$ cat config.mk
export PLATFORM = sky130hd
export DESIGN_NAME = pn3d_blend
export DESIGN_NICKNAME = d
export VERILOG_FILES = /design/src/pn3d_pkg.sv /design/src/pn3d_blend.sv
export SDC_FILE = /design/constraint.sdc
export NUM_CORES = 2
export LEC_CHECK = 0
export BUFFER_PORTS_ARGS = -buffer_cell sky130_fd_sc_hd__buf_2
export CAP_MARGIN = 10
export CORE_UTILIZATION = 39
export DETAILED_ROUTE_END_ITERATION = 6
export PLACE_DENSITY_LB_ADDON = 0.2
export SYNTH_ARGS = -nofsm -noshare
export SYNTH_HDL_FRONTEND = slang
export SYNTH_SLANG_ARGS = --single-unit
$ cat constraint.sdc
create_clock -name clock -period 19.1 [get_ports clock]
set_input_delay 0.955 -clock clock [delete_from_list [all_inputs] [get_ports clock]]
set_output_delay 0.955 -clock clock [all_outputs]
set_load 0.01 [all_outputs]
$ cat src/pn3d_pkg.sv
`timescale 1ns / 1ps
`default_nettype none
// ---------------------------------------------------------------------------
// pn3d_pkg
// Shared types, permutation table and arithmetic helpers for the 3D noise.
// ---------------------------------------------------------------------------
package pn3d_pkg;

   localparam int CoordWidth = 16;
   localparam int ByteWidth  = 8;

   typedef logic [ByteWidth-1:0]        byte_type;
   typedef logic signed [ByteWidth-1:0] sbyte_type;

   // 257-entry permutation; index 256 repeats entry 0
   function automatic byte_type perm_rom(input logic [8:0] idx);
      byte_type r;
      case (idx[7:0])
         8'd0: r = 8'd151; 8'd1: r = 8'd160; 8'd2: r = 8'd137; 8'd3: r = 8'd91;
         8'd4: r = 8'd90; 8'd5: r = 8'd15; 8'd6: r = 8'd131; 8'd7: r = 8'd13;
         8'd8: r = 8'd201; 8'd9: r = 8'd95; 8'd10: r = 8'd96; 8'd11: r = 8'd53;
         8'd12: r = 8'd194; 8'd13: r = 8'd233; 8'd14: r = 8'd7; 8'd15: r = 8'd225;
         8'd16: r = 8'd140; 8'd17: r = 8'd36; 8'd18: r = 8'd103; 8'd19: r = 8'd30;
         8'd20: r = 8'd69; 8'd21: r = 8'd142; 8'd22: r = 8'd8; 8'd23: r = 8'd99;
         8'd24: r = 8'd37; 8'd25: r = 8'd240; 8'd26: r = 8'd21; 8'd27: r = 8'd10;
         8'd28: r = 8'd23; 8'd29: r = 8'd190; 8'd30: r = 8'd6; 8'd31: r = 8'd148;
         8'd32: r = 8'd247; 8'd33: r = 8'd120; 8'd34: r = 8'd234; 8'd35: r = 8'd75;
         8'd36: r = 8'd0; 8'd37: r = 8'd26; 8'd38: r = 8'd197; 8'd39: r = 8'd62;
         8'd40: r = 8'd94; 8'd41: r = 8'd252; 8'd42: r = 8'd219; 8'd43: r = 8'd203;
         8'd44: r = 8'd117; 8'd45: r = 8'd35; 8'd46: r = 8'd11; 8'd47: r = 8'd32;
         8'd48: r = 8'd57; 8'd49: r = 8'd177; 8'd50: r = 8'd33; 8'd51: r = 8'd88;
         8'd52: r = 8'd237; 8'd53: r = 8'd149; 8'd54: r = 8'd56; 8'd55: r = 8'd87;
         8'd56: r = 8'd174; 8'd57: r = 8'd20; 8'd58: r = 8'd125; 8'd59: r = 8'd136;
         8'd60: r = 8'd171; 8'd61: r = 8'd168; 8'd62: r = 8'd68; 8'd63: r = 8'd175;
         8'd64: r = 8'd74; 8'd65: r = 8'd165; 8'd66: r = 8'd71; 8'd67: r = 8'd134;
         8'd68: r = 8'd139; 8'd69: r = 8'd48; 8'd70: r = 8'd27; 8'd71: r = 8'd166;
         8'd72: r = 8'd77; 8'd73: r = 8'd146; 8'd74: r = 8'd158; 8'd75: r = 8'd231;
         8'd76: r = 8'd83; 8'd77: r = 8'd111; 8'd78: r = 8'd229; 8'd79: r = 8'd122;
         8'd80: r = 8'd60; 8'd81: r = 8'd211; 8'd82: r = 8'd133; 8'd83: r = 8'd230;
         8'd84: r = 8'd220; 8'd85: r = 8'd105; 8'd86: r = 8'd92; 8'd87: r = 8'd41;
         8'd88: r = 8'd55; 8'd89: r = 8'd46; 8'd90: r = 8'd245; 8'd91: r = 8'd40;
         8'd92: r = 8'd244; 8'd93: r = 8'd102; 8'd94: r = 8'd143; 8'd95: r = 8'd54;
         8'd96: r = 8'd65; 8'd97: r = 8'd25; 8'd98: r = 8'd63; 8'd99: r = 8'd161;
         8'd100: r = 8'd1; 8'd101: r = 8'd216; 8'd102: r = 8'd80; 8'd103: r = 8'd73;
         8'd104: r = 8'd209; 8'd105: r = 8'd76; 8'd106: r = 8'd132; 8'd107: r = 8'd187;
         8'd108: r = 8'd208; 8'd109: r = 8'd89; 8'd110: r = 8'd18; 8'd111: r = 8'd169;
         8'd112: r = 8'd200; 8'd113: r = 8'd196; 8'd114: r = 8'd135; 8'd115: r = 8'd130;
         8'd116: r = 8'd116; 8'd117: r = 8'd188; 8'd118: r = 8'd159; 8'd119: r = 8'd86;
         8'd120: r = 8'd164; 8'd121: r = 8'd100; 8'd122: r = 8'd109; 8'd123: r = 8'd198;
         8'd124: r = 8'd173; 8'd125: r = 8'd186; 8'd126: r = 8'd3; 8'd127: r = 8'd64;
         8'd128: r = 8'd52; 8'd129: r = 8'd217; 8'd130: r = 8'd226; 8'd131: r = 8'd250;
         8'd132: r = 8'd124; 8'd133: r = 8'd123; 8'd134: r = 8'd5; 8'd135: r = 8'd202;
         8'd136: r = 8'd38; 8'd137: r = 8'd147; 8'd138: r = 8'd118; 8'd139: r = 8'd126;
         8'd140: r = 8'd255; 8'd141: r = 8'd82; 8'd142: r = 8'd85; 8'd143: r = 8'd212;
         8'd144: r = 8'd207; 8'd145: r = 8'd206; 8'd146: r = 8'd59; 8'd147: r = 8'd227;
         8'd148: r = 8'd47; 8'd149: r = 8'd16; 8'd150: r = 8'd58; 8'd151: r = 8'd17;
         8'd152: r = 8'd182; 8'd153: r = 8'd189; 8'd154: r = 8'd28; 8'd155: r = 8'd42;
         8'd156: r = 8'd223; 8'd157: r = 8'd183; 8'd158: r = 8'd170; 8'd159: r = 8'd213;
         8'd160: r = 8'd119; 8'd161: r = 8'd248; 8'd162: r = 8'd152; 8'd163: r = 8'd2;
         8'd164: r = 8'd44; 8'd165: r = 8'd154; 8'd166: r = 8'd163; 8'd167: r = 8'd70;
         8'd168: r = 8'd221; 8'd169: r = 8'd153; 8'd170: r = 8'd101; 8'd171: r = 8'd155;
         8'd172: r = 8'd167; 8'd173: r = 8'd43; 8'd174: r = 8'd172; 8'd175: r = 8'd9;
         8'd176: r = 8'd129; 8'd177: r = 8'd22; 8'd178: r = 8'd39; 8'd179: r = 8'd253;
         8'd180: r = 8'd19; 8'd181: r = 8'd98; 8'd182: r = 8'd108; 8'd183: r = 8'd110;
         8'd184: r = 8'd79; 8'd185: r = 8'd113; 8'd186: r = 8'd224; 8'd187: r = 8'd232;
         8'd188: r = 8'd178; 8'd189: r = 8'd185; 8'd190: r = 8'd112; 8'd191: r = 8'd104;
         8'd192: r = 8'd218; 8'd193: r = 8'd246; 8'd194: r = 8'd97; 8'd195: r = 8'd228;
         8'd196: r = 8'd251; 8'd197: r = 8'd34; 8'd198: r = 8'd242; 8'd199: r = 8'd193;
         8'd200: r = 8'd238; 8'd201: r = 8'd210; 8'd202: r = 8'd144; 8'd203: r = 8'd12;
         8'd204: r = 8'd191; 8'd205: r = 8'd179; 8'd206: r = 8'd162; 8'd207: r = 8'd241;
         8'd208: r = 8'd81; 8'd209: r = 8'd51; 8'd210: r = 8'd145; 8'd211: r = 8'd235;
         8'd212: r = 8'd249; 8'd213: r = 8'd14; 8'd214: r = 8'd239; 8'd215: r = 8'd107;
         8'd216: r = 8'd49; 8'd217: r = 8'd192; 8'd218: r = 8'd214; 8'd219: r = 8'd31;
         8'd220: r = 8'd181; 8'd221: r = 8'd199; 8'd222: r = 8'd106; 8'd223: r = 8'd157;
         8'd224: r = 8'd184; 8'd225: r = 8'd84; 8'd226: r = 8'd204; 8'd227: r = 8'd176;
         8'd228: r = 8'd115; 8'd229: r = 8'd121; 8'd230: r = 8'd50; 8'd231: r = 8'd45;
         8'd232: r = 8'd127; 8'd233: r = 8'd4; 8'd234: r = 8'd150; 8'd235: r = 8'd254;
         8'd236: r = 8'd138; 8'd237: r = 8'd236; 8'd238: r = 8'd205; 8'd239: r = 8'd93;
         8'd240: r = 8'd222; 8'd241: r = 8'd114; 8'd242: r = 8'd67; 8'd243: r = 8'd29;
         8'd244: r = 8'd24; 8'd245: r = 8'd72; 8'd246: r = 8'd243; 8'd247: r = 8'd141;
         8'd248: r = 8'd128; 8'd249: r = 8'd195; 8'd250: r = 8'd78; 8'd251: r = 8'd66;
         8'd252: r = 8'd215; 8'd253: r = 8'd61; 8'd254: r = 8'd156; 8'd255: r = 8'd180;
         default: r = 8'd0;
      endcase
      // index 256 wraps onto entry 0 (same value)
      return r;
   endfunction

   // (i * (1 + s)) >> 8
   function automatic byte_type scale8(input byte_type i, input byte_type s);
      logic [16:0] p;
      p = {9'd0, i} * {8'd0, {1'b0, s} + 9'd1};
      return p[15:8];
   endfunction

   function automatic byte_type ease_quad(input byte_type i);
      byte_type j;
      byte_type sc;
      byte_type r;
      j = i[7] ? (8'hFF - i) : i;
      sc = scale8(j, j);
      r = {sc[6:0], 1'b0};
      return i[7] ? (8'hFF - r) : r;
   endfunction

   function automatic sbyte_type avg7(input sbyte_type i, input sbyte_type j);
      logic signed [8:0] s;
      s = 9'(i) + 9'(j);
      return sbyte_type'(s[8:1] + {7'd0, i[0]});
   endfunction

   function automatic sbyte_type grad(input byte_type hash, input sbyte_type x,
                                      input sbyte_type y, input sbyte_type z);
      logic [3:0] h;
      sbyte_type u;
      sbyte_type v;
      h = hash[3:0];
      u = h[3] ? y : x;
      if (h < 4'd4)                     v = y;
      else if (h == 4'd12 || h == 4'd14) v = x;
      else                              v = z;
      if (h[0]) u = -u;
      if (h[1]) v = -v;
      return avg7(u, v);
   endfunction

   // a + (b - a) * frac, in the sign-split form
   function automatic sbyte_type lerp7(input sbyte_type a, input sbyte_type b,
                                       input byte_type frac);
      byte_type d;
      if (b > a) begin
         d = byte_type'(b - a);
         return a + sbyte_type'(scale8(d, frac));
      end
      d = byte_type'(a - b);
      return a - sbyte_type'(scale8(d, frac));
   endfunction

   // pipeline stage payload for the hash front end
   typedef struct packed {
      byte_type haa;
      byte_type hab;
      byte_type hba;
      byte_type hbb;
      sbyte_type xx;
      sbyte_type yy;
      sbyte_type zz;
      byte_type eu;
      byte_type ev;
      byte_type ew;
   } hash_type;

   typedef struct packed {
      sbyte_type [7:0] g;
      byte_type eu;
      byte_type ev;
      byte_type ew;
   } grad_type;

endpackage
`default_nettype wire

$ cat src/pn3d_blend.sv
`timescale 1ns / 1ps
`default_nettype none
// ---------------------------------------------------------------------------
// pn3d_blend
// Stages 4-6: x, y and z interpolation, then offset and saturating double.
// ---------------------------------------------------------------------------
module pn3d_blend
   import pn3d_pkg::*;
(
   input  wire logic clock,
   input  wire logic reset,
   input  wire logic advance,
   input  wire logic in_valid,
   input  grad_type  in_data,
   output logic      out_valid,
   output sbyte_type out_raw,
   output byte_type  out_value
);

   // stage 4: x blends
   logic      s4_valid_ff;
   sbyte_type x1_ff, x2_ff, x3_ff, x4_ff;
   byte_type  ev4_ff, ew4_ff;

   always_ff @(posedge clock) begin
      if (reset) begin
         s4_valid_ff <= 1'b0;
      end else if (advance) begin
         s4_valid_ff <= in_valid;
      end
      if (advance) begin
         x1_ff  <= lerp7(in_data.g[0], in_data.g[1], in_data.eu);
         x2_ff  <= lerp7(in_data.g[2], in_data.g[3], in_data.eu);
         x3_ff  <= lerp7(in_data.g[4], in_data.g[5], in_data.eu);
         x4_ff  <= lerp7(in_data.g[6], in_data.g[7], in_data.eu);
         ev4_ff <= in_data.ev;
         ew4_ff <= in_data.ew;
      end
   end

   // stage 5: y blends
   logic      s5_valid_ff;
   sbyte_type y1_ff, y2_ff;
   byte_type  ew5_ff;

   always_ff @(posedge clock) begin
      if (reset) begin
         s5_valid_ff <= 1'b0;
      end else if (advance) begin
         s5_valid_ff <= s4_valid_ff;
      end
      if (advance) begin
         y1_ff  <= lerp7(x1_ff, x2_ff, ev4_ff);
         y2_ff  <= lerp7(x3_ff, x4_ff, ev4_ff);
         ew5_ff <= ew4_ff;
      end
   end

   // stage 6: z blend and output mapping
   logic      s6_valid_ff;
   sbyte_type raw_ff;
   byte_type  value_ff;
   sbyte_type raw_in;
   byte_type  off_in;
   byte_type  value_in;

   always_comb begin
      raw_in   = lerp7(y1_ff, y2_ff, ew5_ff);
      off_in   = byte_type'(raw_in) + 8'd64;
      value_in = off_in[7] ? 8'hFF : {off_in[6:0], 1'b0};
   end

   always_ff @(posedge clock) begin
      if (reset) begin
         s6_valid_ff <= 1'b0;
      end else if (advance) begin
         s6_valid_ff <= s5_valid_ff;
      end
      if (advance) begin
         raw_ff   <= raw_in;
         value_ff <= value_in;
      end
   end

   assign out_valid = s6_valid_ff;
   assign out_raw   = raw_ff;
   assign out_value = value_ff;

endmodule
`default_nettype wire

==> impl_metrics.toml <==
[run_status]
outcome = "finished, final reports clean"

[floorplan]
rows = 116
dieArea_sq_um = 103000
start_util = 0.395
fp.dieW_microns = 321
die_h_microns = 321
io_pins = 109
core_area_sq_um = 101000

[global_route]
grt_pass1_wl_microns = 169000
grt_pass1_vias = 31000
grt_start_max_net_pins = 60
antenna_found_initial = 9
grt_overflow = 0
grtUsageTotal = 0.207

[logic_synthesis]
ys.flop_type = "edfxtp_1"
yosysMostFrequentCell = "inv_1"
syn-instance-count = 4717
synth_common_cells = "969 x inv_1, 612 x ha_1, 581 x fa_1"
ys_seq_area_frac = 0.0680
ys_warn_count = 0
synth_cell_types = 88
synthArstFlopShare = 0
yosys.area.top_type = "fa_1"
synth_seq_cells = 91
syn_area_sq_um = 39700
synth_nets = 6002
synth_edf_count = 88
avgSynthCellArea_sq_um = 8.42
synth_top_area_share = 0.293
yosys-top-cells-area = "fa_1 29%, ha_1 19%, inv_1 9.2%"

[clocking]
clk_path_buf_depth = 2
h-tree-depth = 3
postCtsResizedCells = 0
clkLatencyLatePin_ns = 0.40
cts.sinks = 91
root_buffer = "clkbuf_16"
cts_setup_buffers = 0
hold_buffers = 0
clkSlewWorstSetupHoldPaths_ns = 0.08
cts_tree = "done"
cts_buffers = 9

[routing]
route.detailed.wl_per_inst_microns = 17.0
finalWirelength_microns = 104000
vias = 30200
drtIter0Drc = 1602
first_pass_iters = 5
postRouteAntennaNets = 0
drcViolationCount = 0
viasPerCell = 4.94

[hold_path]
min_path_cells = 0
min_path_type = "reg -> reg"
min_to = "ew5_ff[0]"
hold_path_startpoint = "ew4_ff[0]"

[worst_setup_path]
reg2reg_depth = 31
max_stage_delay_ns = 0.59
worstReg2RegStart = "y1_ff[1]"
slowest_stage = "xnor3_1"
path_class = "reg -> reg"
rrSetupSlack_ns = 10.20
timing.rr.end = "out_value[2]"
cp-start-kind = "flip-flop"
cp_max_fo = 9
crit_arrival_ns = 9.03
cp-end-kind = "flip-flop"
cp_data_required_time_ns = 19.24

[sta]
clock_skew_ns = 0.0147
rsz0062_at_grt = "false"
setup_tns_ns = 0
finalCritPeriodShare = 0.466
setup_viol = 0
relSlewSlack = 0.171
period_needed_ns = 8.90
tightest_slew_ns = 1.24
slew_violations = 0
hold_viol = 0
clock.fmax_ghz = 0.112

[final_layout]
drive_gt1_frac = 0.0469
fillerInstances = 10200
area_growth_pct = 6.48
layout.nets = 6033

[job]
maxCapViolCount = 0

[place]
dp_hpwl_microns = 85800
portBuffers = 108
gp_congestion = 0.864
worst max-delay path by stage:
stage / endpoint / start / slack [ns] / depth (start not counted)
final: out_value[2] / y1_ff[1] / 10.20 / 31
after global routing: out_value[3] / y1_ff[1] / 9.71 / 28
after CTS: x4_ff[7] / in_data[16] / 10.24 / 29
after detailed placement: x4_ff[7] / in_data[16] / 9.80 / 29
after global placement: x4_ff[7] / in_data[16] / 9.92 / 29
after floorplan: x4_ff[7] / in_data[80] / 11.12 / 34
critical path, delay by kind of cell, from the launching register on:
family | cells | cell delay (ns)
adder cells (fa/ha/maj) | 8 | 3.04
XOR/XNOR | 6 | 1.90
AO/OA/AOI/OAI | 11 | 2.31
AND/OR/NAND/NOR | 4 | 0.65
flip-flops | 1 | 0.55
buffers and inverters | 2 | 0.19
cell families after synthesis:
| logic type | Yosys count | share of synthesized area |
|---|---|---|
| AOI/OAI and AO/OA | 533 | 0.0879 |
| muxes | 29 | 0.00737 |
| DFF | 91 | 0.0680 |
| buffers and inverters | 1113 | 0.105 |
| adders and majority gates | 1193 | 0.485 |
| xor gates and xnor gates | 397 | 0.0882 |
| and+or+nand+nor | 1361 | 0.158 |
registers in the layout, summed over array words and instances, names as in the netlist:
signal       count
y1_ff            8
out_raw          8
x1_ff            8
s5_valid_ff      1
ew5_ff           8
x4_ff            8
x3_ff            8
x2_ff            8
ew4_ff           8
s4_valid_ff      1
out_value        8
ev4_ff           8
out_valid        1
y2_ff            8
area by class of cell:
type                    count  area (sq um)  share of cell area
diodes                      3          7.51            0.000177
clock buffers               9           225             0.00532
multi-input cells        3513         33000               0.780
repair buffers            163           956              0.0226
clock inverters             7          68.8             0.00163
inverters                 970          3640              0.0861
well taps                1357          1700              0.0401
flip-flops and latches     91          2700              0.0639
routing by layer:
| metal | global-route usage | vias to the layer above | routed length [microns] |
|---|---|---|---|
| li1 | - | 14800 | - |
| met2 | 0.345 | 536 | 48300 |
| met3 | 0.0183 | 85 | 4840 |
| met5 | 0 | - | 29 |
| met4 | 0.0402 | 6 | 1620 |
| met1 | 0.292 | 14800 | 49000 |
stage by stage:
step	cell area, sq um	setup slack [ns]	utilization	instances	hold slack [ns]
2_1_floorplan	39700	11.12	-	4717	0.400
3_3_place_gp	42000	9.92	0.418	6094	0.403
3_5_place_dp	42000	9.80	0.418	6094	0.405
4_1_cts	42300	10.24	0.421	6110	0.411
5_1_grt	42300	9.71	0.421	6110	0.441
6_report	42300	10.20	0.421	6113	0.409
placed cells by master (no fill, tap or decap), types with 14 or more instances in the layout:
cell and instances:
xnor2_1 257, nand2_1 475, edfxtp_1 88, buf_4 56, nand2b_1 68, buf_2 107, and3_1 17, o21ai_0 68
nand3_1 39, a221oi_1 16, mux2i_1 27, a21o_1 74, o21bai_1 57, a31oi_1 19, nor2b_1 40, o21a_1 14
and2_1 157, nor3_1 39, a21oi_1 181, nand4_1 16, xor2_1 124, nor2_1 427, inv_1 969, fa_1 581
ha_1 611
Power is left out: the tool's default activity adds up to more than one toggle a clock period on the data nets, which glitch-free logic cannot reach.
